`config.mk`:
```
export PLATFORM = sky130hd
export DESIGN_NAME = echo_burst_gated_average
export DESIGN_NICKNAME = d
export VERILOG_FILES = /design/src/ebga_pkg.sv /design/src/ebga_div.sv /design/src/ebga_dp.sv /design/src/ebga_ctrl.sv /design/src/echo_burst_gated_average.sv
export SDC_FILE = /design/constraint.sdc
export NUM_CORES = 1
export LEC_CHECK = 0
export BUFFER_PORTS_ARGS = -buffer_cell sky130_fd_sc_hd__buf_2
export CAP_MARGIN = 20
export CORE_MARGIN = 10
export CORE_UTILIZATION = 60
export CTS_CLUSTER_DIAMETER = 100
export CTS_CLUSTER_SIZE = 30
export DETAILED_ROUTE_END_ITERATION = 16
export HOLD_SLACK_MARGIN = 0.05
export PLACE_DENSITY_LB_ADDON = 0.25
export SYNTH_ARGS = -nofsm -noshare
export SYNTH_HDL_FRONTEND = slang
export SYNTH_HIERARCHICAL = 1
export SYNTH_SLANG_ARGS = --single-unit
export TNS_END_PERCENT = 50
```
`constraint.sdc`:
```
create_clock -name clk -period 6.4 [get_ports clk]
set_input_delay 0.32 -clock clk [delete_from_list [all_inputs] [get_ports clk]]
set_output_delay 0.32 -clock clk [all_outputs]
set_load 0.01 [all_outputs]
```
`src/ebga_pkg.sv`:
```
// shared types, widths and constants for the gated echo burst averager
package ebga_pkg;

    // payload widths
    localparam int TICKS_W = 16;
    localparam int DIST_W  = 21;

    // configuration port
    localparam int CFG_W     = 10;
    localparam int CFG_IDX_W = 2;
    localparam int LEN_W     = 6;
    localparam int DIVR_W    = 10;
    localparam int TOL_W     = 10;
    localparam int MINV_W    = 6;

    // default burst capacity
    localparam int DEF_MAX_BURST = 32;

    // ticks to distance factor
    localparam logic [4:0] TICK_FACTOR = 5'd18;

    // register reset values
    localparam logic [LEN_W-1:0]  RST_BURST_LENGTH  = 6'd10;
    localparam logic [DIVR_W-1:0] RST_SCALE_DIVISOR = 10'd100;
    localparam logic [TOL_W-1:0]  RST_TOLERANCE     = 10'd50;
    localparam logic [MINV_W-1:0] RST_MIN_VALID     = 6'd4;

    // register indexes
    typedef enum logic [CFG_IDX_W-1:0] {
        REG_BURST_LENGTH  = 2'd0,
        REG_SCALE_DIVISOR = 2'd1,
        REG_TOLERANCE     = 2'd2,
        REG_MIN_VALID     = 2'd3
    } ebga_reg_e;

    // input transaction
    typedef struct packed {
        logic               timed_out;
        logic [TICKS_W-1:0] echo_ticks;
    } ebga_in_t;

    // result transaction
    typedef struct packed {
        logic [DIST_W-1:0] distance_scaled;
        logic              result_valid;
    } ebga_out_t;

    // controller to datapath commands
    typedef struct packed {
        logic capture;
        logic accum;
        logic div_mean;
        logic div_scale;
        logic emit_ok;
        logic emit_zero;
    } ebga_cmd_t;

    // datapath to controller status
    typedef struct packed {
        logic burst_end;
        logic enough_valid;
        logic div_done;
    } ebga_status_t;

endpackage

```
`src/ebga_div.sv`:
```
// iterative restoring divider, one quotient bit per cycle
module ebga_div #(
    parameter int W = 27
) (
    input  logic         clk,
    input  logic         rst_n,
    input  logic         load,
    input  logic [W-1:0] dividend,
    input  logic [W-1:0] divisor,
    output logic         done,
    output logic [W-1:0] quotient
);
    localparam int CNT_W = (W > 1) ? $clog2(W) : 1;
    localparam logic [CNT_W-1:0] LAST_STEP = CNT_W'(W - 1);

    logic             running_reg, running_next;
    logic             done_reg, done_next;
    logic [CNT_W-1:0] cnt_reg, cnt_next;
    logic [W-1:0]     rem_reg, rem_next;
    logic [W-1:0]     q_reg, q_next;
    logic [W-1:0]     den_reg, den_next;
    logic [W:0]       rem_shift;
    logic [W:0]       diff;

    // one shift and trial subtract per cycle
    always_comb
    begin
        rem_shift    = {rem_reg, q_reg[W-1]};
        diff         = rem_shift - {1'b0, den_reg};
        running_next = running_reg;
        done_next    = 1'b0;
        cnt_next     = cnt_reg;
        rem_next     = rem_reg;
        q_next       = q_reg;
        den_next     = den_reg;
        if (load)
        begin
            running_next = 1'b1;
            cnt_next     = '0;
            rem_next     = '0;
            q_next       = dividend;
            den_next     = divisor;
        end
        else if (running_reg)
        begin
            if (!diff[W])
            begin
                rem_next = diff[W-1:0];
                q_next   = {q_reg[W-2:0], 1'b1};
            end
            else
            begin
                rem_next = rem_shift[W-1:0];
                q_next   = {q_reg[W-2:0], 1'b0};
            end
            if (cnt_reg == LAST_STEP)
            begin
                running_next = 1'b0;
                done_next    = 1'b1;
            end
            else
            begin
                cnt_next = cnt_reg + 1'b1;
            end
        end
    end

    // control state
    always_ff @(posedge clk or negedge rst_n)
    begin
        if (!rst_n)
        begin
            running_reg <= 1'b0;
            done_reg    <= 1'b0;
            cnt_reg     <= '0;
        end
        else
        begin
            running_reg <= running_next;
            done_reg    <= done_next;
            cnt_reg     <= cnt_next;
        end
    end

    // operands and partial results
    always_ff @(posedge clk)
    begin
        rem_reg <= rem_next;
        q_reg   <= q_next;
        den_reg <= den_next;
    end

    assign done     = done_reg;
    assign quotient = q_reg;

endmodule

```
`src/ebga_dp.sv`:
```
// datapath: config registers, gating, burst accumulation and result register
module ebga_dp #(
    parameter int MAX_BURST = ebga_pkg::DEF_MAX_BURST
) (
    input  logic                           clk,
    input  logic                           rst_n,
    input  logic                           cfg_we,
    input  ebga_pkg::ebga_reg_e            cfg_index,
    input  logic [ebga_pkg::CFG_W-1:0]     cfg_data,
    input  ebga_pkg::ebga_in_t             sample,
    input  ebga_pkg::ebga_cmd_t            cmd,
    output ebga_pkg::ebga_status_t         status,
    output ebga_pkg::ebga_out_t            result,
    output logic                           done
);
    import ebga_pkg::*;

    localparam int CNT_W = $clog2(MAX_BURST + 1);
    localparam int SUM_W = DIST_W + CNT_W;
    localparam int CMP_W = (CNT_W > LEN_W) ? CNT_W : LEN_W;
    localparam int CMP_V = (CMP_W > MINV_W) ? CMP_W : MINV_W;

    logic [LEN_W-1:0]  burst_length_reg;
    logic [DIVR_W-1:0] scale_divisor_reg;
    logic [TOL_W-1:0]  tolerance_reg;
    logic [MINV_W-1:0] min_valid_reg;

    ebga_in_t          item_reg;
    logic [CNT_W-1:0]  sample_index_reg, sample_index_next;
    logic [CNT_W-1:0]  accepted_count_reg, accepted_count_next;
    logic [DIST_W-1:0] last_accepted_reg, last_accepted_next;
    logic [SUM_W-1:0]  distance_sum_reg, distance_sum_next;
    ebga_out_t         result_reg, result_next;
    logic              done_reg, done_next;

    logic [DIST_W-1:0] echo_dist;
    logic [DIST_W-1:0] win_lo;
    logic [DIST_W:0]   win_hi;
    logic              take;
    logic [CMP_W-1:0]  eff_len;
    logic [DIVR_W-1:0] scale_eff;
    logic              div_load;
    logic [SUM_W-1:0]  div_dividend;
    logic [SUM_W-1:0]  div_divisor;
    logic              div_done;
    logic [SUM_W-1:0]  div_quotient;

    // configuration writes
    always_ff @(posedge clk or negedge rst_n)
    begin
        if (!rst_n)
        begin
            burst_length_reg  <= RST_BURST_LENGTH;
            scale_divisor_reg <= RST_SCALE_DIVISOR;
            tolerance_reg     <= RST_TOLERANCE;
            min_valid_reg     <= RST_MIN_VALID;
        end
        else if (cfg_we)
        begin
            case (cfg_index)
                REG_BURST_LENGTH:  burst_length_reg  <= cfg_data[LEN_W-1:0];
                REG_SCALE_DIVISOR: scale_divisor_reg <= cfg_data[DIVR_W-1:0];
                REG_TOLERANCE:     tolerance_reg     <= cfg_data[TOL_W-1:0];
                REG_MIN_VALID:     min_valid_reg     <= cfg_data[MINV_W-1:0];
                default:           ;
            endcase
        end
    end

    // distance and acceptance window around the last accepted distance
    always_comb
    begin
        echo_dist = DIST_W'(item_reg.echo_ticks) * DIST_W'(TICK_FACTOR);
        win_lo    = (last_accepted_reg > DIST_W'(tolerance_reg))
                    ? last_accepted_reg - DIST_W'(tolerance_reg) : '0;
        win_hi    = {1'b0, last_accepted_reg} + (DIST_W+1)'(tolerance_reg);
        take      = (accepted_count_reg == '0)
                    || ((echo_dist >= win_lo) && ({1'b0, echo_dist} <= win_hi));
    end

    // effective burst length and divisor
    always_comb
    begin
        if (burst_length_reg == '0)
            eff_len = CMP_W'(1);
        else if (CMP_W'(burst_length_reg) > CMP_W'(MAX_BURST))
            eff_len = CMP_W'(MAX_BURST);
        else
            eff_len = CMP_W'(burst_length_reg);
        scale_eff = (scale_divisor_reg == '0) ? DIVR_W'(1) : scale_divisor_reg;
    end

    // status back to the controller
    always_comb
    begin
        status.burst_end    = CMP_W'(sample_index_reg) >= eff_len;
        status.enough_valid = (accepted_count_reg != '0)
                              && (CMP_V'(accepted_count_reg) > CMP_V'(min_valid_reg));
        status.div_done     = div_done;
    end

    // shared divider: mean first, then scaling
    always_comb
    begin
        div_load     = cmd.div_mean | cmd.div_scale;
        div_dividend = cmd.div_mean ? distance_sum_reg : div_quotient;
        div_divisor  = cmd.div_mean ? SUM_W'(accepted_count_reg) : SUM_W'(scale_eff);
    end

    ebga_div #(
        .W (SUM_W)
    ) u_div (
        .clk      (clk),
        .rst_n    (rst_n),
        .load     (div_load),
        .dividend (div_dividend),
        .divisor  (div_divisor),
        .done     (div_done),
        .quotient (div_quotient)
    );

    // burst state update and result load
    always_comb
    begin
        sample_index_next   = sample_index_reg;
        accepted_count_next = accepted_count_reg;
        last_accepted_next  = last_accepted_reg;
        distance_sum_next   = distance_sum_reg;
        result_next         = result_reg;
        done_next           = 1'b0;
        if (cmd.accum)
        begin
            sample_index_next = sample_index_reg + 1'b1;
            if (!item_reg.timed_out && take)
            begin
                accepted_count_next = accepted_count_reg + 1'b1;
                last_accepted_next  = echo_dist;
                distance_sum_next   = distance_sum_reg + SUM_W'(echo_dist);
            end
        end
        if (cmd.emit_ok || cmd.emit_zero)
        begin
            sample_index_next   = '0;
            accepted_count_next = '0;
            last_accepted_next  = '0;
            distance_sum_next   = '0;
            done_next           = 1'b1;
            result_next.distance_scaled = cmd.emit_ok ? div_quotient[DIST_W-1:0] : '0;
            result_next.result_valid    = cmd.emit_ok;
        end
    end

    // burst state and strobe
    always_ff @(posedge clk or negedge rst_n)
    begin
        if (!rst_n)
        begin
            sample_index_reg   <= '0;
            accepted_count_reg <= '0;
            last_accepted_reg  <= '0;
            distance_sum_reg   <= '0;
            done_reg           <= 1'b0;
        end
        else
        begin
            sample_index_reg   <= sample_index_next;
            accepted_count_reg <= accepted_count_next;
            last_accepted_reg  <= last_accepted_next;
            distance_sum_reg   <= distance_sum_next;
            done_reg           <= done_next;
        end
    end

    // input capture and result payload
    always_ff @(posedge clk)
    begin
        if (cmd.capture)
            item_reg <= sample;
        result_reg <= result_next;
    end

    assign result = result_reg;
    assign done   = done_reg;

endmodule

```
`src/ebga_ctrl.sv`:
```
// controller: sequences capture, accumulation, the two divisions and the result
module ebga_ctrl (
    input  logic                   clk,
    input  logic                   rst_n,
    input  logic                   start,
    input  ebga_pkg::ebga_status_t status,
    output ebga_pkg::ebga_cmd_t    cmd,
    output logic                   busy
);
    import ebga_pkg::*;

    typedef enum logic [6:0] {
        ST_IDLE      = 7'b0000001,
        ST_ACCUM     = 7'b0000010,
        ST_CHECK     = 7'b0000100,
        ST_DIV_MEAN  = 7'b0001000,
        ST_DIV_SCALE = 7'b0010000,
        ST_EMIT      = 7'b0100000,
        ST_EMIT_ZERO = 7'b1000000
    } ebga_state_t;

    ebga_state_t state_reg, state_next;

    // next state and commands
    always_comb
    begin
        state_next = state_reg;
        cmd        = '0;
        case (state_reg)
            ST_IDLE:
            begin
                if (start)
                begin
                    cmd.capture = 1'b1;
                    state_next  = ST_ACCUM;
                end
            end
            ST_ACCUM:
            begin
                cmd.accum  = 1'b1;
                state_next = ST_CHECK;
            end
            ST_CHECK:
            begin
                if (!status.burst_end)
                    state_next = ST_IDLE;
                else if (status.enough_valid)
                begin
                    cmd.div_mean = 1'b1;
                    state_next   = ST_DIV_MEAN;
                end
                else
                    state_next = ST_EMIT_ZERO;
            end
            ST_DIV_MEAN:
            begin
                if (status.div_done)
                begin
                    cmd.div_scale = 1'b1;
                    state_next    = ST_DIV_SCALE;
                end
            end
            ST_DIV_SCALE:
            begin
                if (status.div_done)
                    state_next = ST_EMIT;
            end
            ST_EMIT:
            begin
                cmd.emit_ok = 1'b1;
                state_next  = ST_IDLE;
            end
            ST_EMIT_ZERO:
            begin
                cmd.emit_zero = 1'b1;
                state_next    = ST_IDLE;
            end
            default:
            begin
                state_next = ST_IDLE;
            end
        endcase
    end

    // state register
    always_ff @(posedge clk or negedge rst_n)
    begin
        if (!rst_n)
            state_reg <= ST_IDLE;
        else
            state_reg <= state_next;
    end

    assign busy = (state_reg != ST_IDLE);

endmodule

```
`src/echo_burst_gated_average.sv`:
```
// top level: gated burst averager for echo time measurements
// an echo is taken when start is high and busy is low; busy then stays high through the accumulate and check states
// a burst end with too few accepted echoes raises the done strobe after the accumulate, check and zero-emit states
// a valid result passes the accumulate, check, mean, scale and emit states; W = 21 + clog2(MAX_BURST+1) is
// the width of the shared divider running mean and scaling one bit per cycle; done cannot be held off
// asynchronous active-low reset clears the burst state and loads the register defaults
module echo_burst_gated_average #(
    parameter int MAX_BURST = ebga_pkg::DEF_MAX_BURST
) (
    input  logic                        clk,
    input  logic                        rst_n,
    input  logic                        start,
    output logic                        busy,
    input  ebga_pkg::ebga_in_t          sample,
    output logic                        done,
    output ebga_pkg::ebga_out_t         result,
    input  logic                        cfg_we,
    input  ebga_pkg::ebga_reg_e         cfg_index,
    input  logic [ebga_pkg::CFG_W-1:0]  cfg_data
);
    import ebga_pkg::*;

    ebga_cmd_t    cmd;
    ebga_status_t status;

    // sequencing
    ebga_ctrl u_ctrl (
        .clk    (clk),
        .rst_n  (rst_n),
        .start  (start),
        .status (status),
        .cmd    (cmd),
        .busy   (busy)
    );

    // arithmetic and storage
    ebga_dp #(
        .MAX_BURST (MAX_BURST)
    ) u_dp (
        .clk       (clk),
        .rst_n     (rst_n),
        .cfg_we    (cfg_we),
        .cfg_index (cfg_index),
        .cfg_data  (cfg_data),
        .sample    (sample),
        .cmd       (cmd),
        .status    (status),
        .result    (result),
        .done      (done)
    );

endmodule

```
==> metrics.yaml, run 1 <==
global_routing:
  antenna_found_initial: 0
  grt_max_degree: 69
  gr-usage-all-layers_pct: 20.7
  grt_pass1_vias: 11600
  grt_use_met3_pct: 3.05
  busiest_layer: "met2"
  use_met1_pct: 28.5
  grt_util_met2_pct: 34.0
  grt_overflow: 0
  grt_pass1_wl_um: 58000
timing:
  skew_ps: 27.9
  slew_viol_final: 0
  max_freq_mhz: 177
  worstMarginPinSlew_ps: 1160
  whs_ps: 84.1
  rsz0062_at_grt: "no"
  slew-limit-headroom_pct: 22.8
  finalCriticalPeriod_ps: 5650
  setup_viol: 0
  hold_viol: 0
  fin_crit_sh_pct: 88.3
  final.setup.tns_ps: 0
  fin_ws_ps: 749
cells_and_area:
  drive_gt1_share_pct: 13.4
  syn2layout_area_growth_pct: 7.72
  fin_util_pct: 66.0
  layout.cells.non_filler: 1952
  n_antenna_cell: 0
  fin_nets: 1803
  fillers: 2015
pwr:
  p_sw_mw: 3.40
  intPower_mw: 4.17
  ir_worst_vdd_uv: 316
  pwr-share-comb_pct: 58.9
  p_clk_share_pct: 12.7
  sw_frac_of_total_pct: 44.9
  sequentialPowerShare_pct: 28.5
  power.density_nw_per_um2: 454
  leakage_nw: 7.27
floorplanning:
  rows: 58
  start_util_pct: 61.2
  die_y_um: 181
  core_um2: 25300
  pin_count: 57
  die_x_um: 181
  die_area_um2: 32600
synthesis:
  synth_common_cells: "149 x ha_1, 143 x nor2_1, 95 x dfrtp_1, 93 x edfxtp_1, 89 x nand2_1"
  synth_warnings: 6
  synth_top_area_share_pct: 18.1
  ys_top_cells_by_area: "edfxtp_1 18%, dfrtp_1 15%, ha_1 12%, mux2_2 6.4%, xnor2_1 3.5%"
  synth_most_common_cell: "ha_1"
  synth_seq_area_share_pct: 38.6
  synth_top_area_cell: "edfxtp_1"
  synth.ff_latch_count: 225
  synthesis.instances: 1563
  syn_area_um2: 15500
  synth.distinct_cells: 90
  synthFlopType: "dfrtp_1"
  async_flop_share_pct: 46.7
  synth_edf_count: 93
  syn_avg_cell_area_um2: 9.90
critical_path:
  cp_max_fo: 29
  worst_setup_path_end_kind: "flop"
  start_kind: "flop"
  crit_arrival_ps: 5980
  worstPathRequired_ps: 6730
  r2r_slack_ps: 750
  crit_type: "reg2reg"
clock_network:
  cts_tree: "yes"
  post_cts_buffers: 0
  htree_levels: 1
  cts_sinks: 225
  insertion_delay_ps: 500
  cts_buffers: 12
  clock_path_buffers: 3
  clk_pin_slew_ps: 110
  cts_root_buffer: "clkbuf_16"
outcome:
  status: "complete, no violations"
drt:
  drc: 0
  vias: 11800
  ant_nets: 0
  routed_wl_um: 34800
  routedWlPerCell_um: 17.9
  via_per_inst: 6.07
  drtPass1Iterations: 5
  drt_iter0_drc: 946
place:
  hpwl_um: 25500
  io_buffer_count: 56
  dp.cells: 1913
  gp_congestion: 0.904
  place_ws_ps: 855
min_path:
  hold_path.class: "in2reg"
flow_run:
  timing.max_cap.violations: 0
[layout by cell type, fill, tap and decap left out, types with 42 or more instances in the layout]
master,instances
nand2_1,89
inv_1,82
o21ai_0,77
dfrtp_1,94
xnor2_1,62
buf_2,55
mux2i_1,42
ha_1,149
edfxtp_1,93
mux2_2,88
nor2_1,142
nand3_1,52
a21oi_1,86
[worst max-delay path, stage by stage (launching register included)]
cell and delay, ps:
edfxtp_1 580, ha_1 360, ha_1 180, inv_1 60, fa_1 400, nor2b_1 180, o31a_1 190, o211ai_1 120
a21oi_1 230, o31a_1 200, o21ai_0 100, xnor2_1 390, ha_1 230, nand3_1 140, nor4_1 430, o31ai_1 140
a31o_2 270, o2bb2ai_4 670, buf_4 350, mux2i_1 220, nor2_1 50
[path summary, 6_finish.rpt]
check	startpoint	endpoint	cells past startpoint
setup reg to reg	u_dp/item_reg[1]	u_dp/last_accepted_reg[7]	20
setup / recovery	u_dp/item_reg[1]	u_dp/last_accepted_reg[7]	20
max in group asynchronous	rst_n	u_dp/u_div/running_reg	3
hold reg to reg	u_dp/u_div/rem_reg[16]	u_dp/u_div/rem_reg[16]	2
min in group asynchronous	rst_n	u_dp/distance_sum_reg[2]	2
hold / removal	cfg_data[7]	u_dp/tolerance_reg[7]	2
[through the flow]
stage / total power, mW / instance area [µm²]
2_1_floorplan: 5.49 / 15500
3_3_place_gp: 6.40 / 16000
3_5_place_dp: 6.54 / 16000
4_1_cts: 7.54 / 16600
5_1_grt: 8.24 / 16700
6_report: 7.56 / 16700
[cells by family (layout without fill, tap and decap cells)]
group                      after synthesis  count (layout)  share of synthesized area [%]
and+or+nand+nor                        469             469                           15.4
AOI/OAI and AO/OA                      351             351                           15.1
DFF                                    225             225                           38.6
adders and majority gates              154             154                           12.7
buffers and inverters                  148             191                           4.18
muxes                                  130             130                           9.13
xor gates and xnor gates                85              85                           4.81
other                                    1              17                         0.0242
[per-layer routing]
layer / up-vias / part of all wire [%] / wire, µm
li1: 5793 / - / -
met1: 5737 / 47 / 16400
met2: 279 / 46 / 16000
met3: 38 / 5.3 / 1840
met4: 0 / 1.6 / 560
met5: - / 0 / 0
[power groups by stage]
stage,clock [mW],combinational (mW),sequential (mW)
detailed placement,0,4.37,2.18
finish,0.957,4.45,2.15
floorplan,0,3.49,2.00
global route,1.03,5.01,2.20
CTS,0.983,4.41,2.15
global placement,0,4.24,2.16
[layout make-up]
type / instances / area [µm²] / area share (%)
tap: 330 / 413 / 2.48
timing repair buffer: 88 / 593 / 3.56
sequential: 225 / 5970 / 35.9
multi-input combinational: 1206 / 8930 / 53.6
clock inverter: 4 / 75.1 / 0.451
inverter: 83 / 312 / 1.87
clock buffer: 16 / 358 / 2.15
[timing repair]
item / in CTS / in global routing
gates resized for setup: 0 / 0
endpoints found under the setup margin: 0 / 0
hold buffers: 18 / 0
hold endpoints to repair: 54 / 0
Note: power is estimated with default switching activity, not from simulation.
==> run 2: changes to the inputs <==
==> constraint.sdc (replaced) <==
create_clock -name clk -period 6.42 [get_ports clk]
set_input_delay 0.321 -clock clk [delete_from_list [all_inputs] [get_ports clk]]
set_output_delay 0.321 -clock clk [all_outputs]
set_load 0.01 [all_outputs]
==> run 2 against run 1 <==
Compared with the run above: hold slack worse by 13 ps; fmax up 1.1%; global-route usage hardly changed; combinational power about the same; clock skew grew 11 ps; first-iteration DRC count up 6.0%; total power down 1.0%; sequential share of layout area is 0.11 points higher; setup slack better by 80 ps; count of clock-buffer cells in the layout unchanged; largest cell class unchanged; largest power group unchanged.
==> metrics.yaml, run 2 (synthesis results as in run 1) <==
clock_network:
  cts_sinks: 225
  cts_root_buffer: "clkbuf_16"
  clk_pin_slew_ps: 110
  cts_resized: 0
  clock_path_buffers: 3
  htree_levels: 1
  cts_tree: "yes"
  insertion_delay_ps: 510
  cts_buffers: 12
global_routing:
  grt_pass1_vias: 11600
  grt_overflow: 0
  grt_pass1_wl_um: 58000
  antenna_found_initial: 0
  gr-usage-all-layers_pct: 20.7
  grt_max_degree: 69
critical_path:
  crit_arrival_ps: 5950
  worstPathRequired_ps: 6780
  r2r_slack_ps: 830
  cpMostUsedCell: "ha_1"
  crit_type: "reg2reg"
  cp-endpoint: "u_dp/last_accepted_reg[4]"
  path_cells: "ha_1, ha_1, inv_1, fa_1, nor2b_1, o31a_1, o211ai_1, a21oi_1, o31a_1, o21ai_0, xnor2_1, ha_1, nand3_1, nor4_1, o31ai_1, a31o_2, o2bb2ai_4, buf_4, mux2i_1, nor2_1"
  max_stage_delay_ps: 630
  start_kind: "flop"
  cp_max_fo: 28
  r2r_start: "u_dp/item_reg[1]"
  reg2reg_depth: 20
  r2r-end: "u_dp/last_accepted_reg[4]"
  cpMaxStageDelayCell: "o2bb2ai_4"
  worst_setup_path_end_kind: "flop"
  startpoint: "u_dp/item_reg[1]"
pwr:
  intPower_mw: 4.08
  p_sw_mw: 3.40
  sequentialPowerShare_pct: 28.8
  ir_worst_vdd_uv: 303
  power.density_nw_per_um2: 451
  sw_frac_of_total_pct: 45.5
  leakage_nw: 7.24
  p_clk_share_pct: 12.0
  pwr-share-comb_pct: 59.2
floorplanning:
  die_y_um: 181
  die_x_um: 181
  core_um2: 25300
  start_util_pct: 61.2
  die_area_um2: 32600
  rows: 58
  pin_count: 57
place:
  gp_congestion: 0.909
  io_buffer_count: 56
  place_ws_ps: 922
  hpwl_um: 25500
drt:
  vias: 11900
  drt_iter0_drc: 1003
  drc: 0
  drtPass1Iterations: 5
  routed_wl_um: 34900
  via_per_inst: 6.11
  routedWlPerCell_um: 17.9
  ant_nets: 0
timing:
  slew-limit-headroom_pct: 28.5
  final.setup.tns_ps: 0
  max_freq_mhz: 179
  fin_crit_sh_pct: 87.1
  slew_viol_final: 0
  hold_viol: 0
  worstMarginPinSlew_ps: 1070
  setup_viol: 0
  finalCriticalPeriod_ps: 5590
  skew_ps: 38.7
  rsz0062_at_grt: "no"
  fin_ws_ps: 830
cells_and_area:
  final_cell_mix: "149 x ha_1, 142 x nor2_1, 94 x dfrtp_1"
  fin_nets: 1801
  layout_commonest_cell: "ha_1"
  n_antenna_cell: 0
  syn2layout_area_growth_pct: 7.39
  drive_gt1_share_pct: 13.2
flow_run:
  timing.max_cap.violations: 0
min_path:
  hold_path.class: "in2reg"
  worstHoldPathCells: 2
outcome:
  status: "complete, no violations"
[run 2: power groups by stage]
stage / logic (mW) / clock network [mW] / registers [mW]
CTS: 4.37 / 0.922 / 2.14
global route: 4.97 / 0.971 / 2.20
global placement: 4.21 / 0 / 2.16
finish: 4.43 / 0.897 / 2.16
detailed placement: 4.34 / 0 / 2.17
floorplan: 3.48 / 0 / 1.99
[run 2: how the worst min path moves through the flow]
stage                start                    endpoint
2_1_floorplan        rst_n         u_ctrl/state_reg[1]
3_3_place_gp         rst_n  u_dp/last_accepted_reg[11]
3_5_place_dp         rst_n  u_dp/last_accepted_reg[11]
4_1_cts        cfg_data[6]       u_dp/tolerance_reg[6]
5_1_grt        cfg_data[8]   u_dp/scale_divisor_reg[8]
6_report       cfg_data[6]       u_dp/tolerance_reg[6]
[run 2: layout make-up]
type / instances / area [µm²]
Multi-Input combinational cell: 1206 / 8930
Fill cell: 2088 / 8640
Sequential cell: 225 / 5970
Clock inverter: 4 / 53.8
Inverter: 83 / 312
Clock buffer: 16 / 337
Tap cell: 330 / 413
Timing Repair Buffer: 86 / 586
[run 2: per-layer routing]
metal / GRT usage, % / vias to the layer above / part of all wire (%)
met1: 29.4 / 5760 / 47
met3: 2.31 / 30 / 5.8
li1: - / 5794 / -
met4: 3.44 / 0 / 1.1
met5: 0 / - / 0
met2: 33.7 / 326 / 46
[run 2: repair_timing]
action | CTS | global route
hold buffers | 18 | 0
endpoints found under the hold margin | 54 | 0
setup buffers | 0 | 0
[run 2: per-stage QoR]
| stage | area [µm²] | power (mW) | util (%) | hold WS (ps) | instances |
|---|---|---|---|---|---|
| finish | 16600 | 7.49 | 65.8 | 71.2 | 1950 |
| floorplan | 15500 | 5.48 | - | 25.4 | 1579 |
| global route | 16600 | 8.14 | 65.8 | 58.0 | 1950 |
| global placement | 16000 | 6.37 | 63.4 | 327 | 1911 |
| CTS | 16600 | 7.44 | 65.7 | 63.8 | 1949 |
| detailed placement | 16000 | 6.51 | 63.4 | 328 | 1911 |
[run 2: critical path, delay by kind of cell, from the launching register on]
family,cells,cell delay [ps]
AOI/OAI and AO/OA,8,1870
adders and majority gates,4,1180
and+or+nand+nor,4,750
DFF,1,580
buffers and inverters,2,420
xor gates and xnor gates,1,420
muxes,1,240
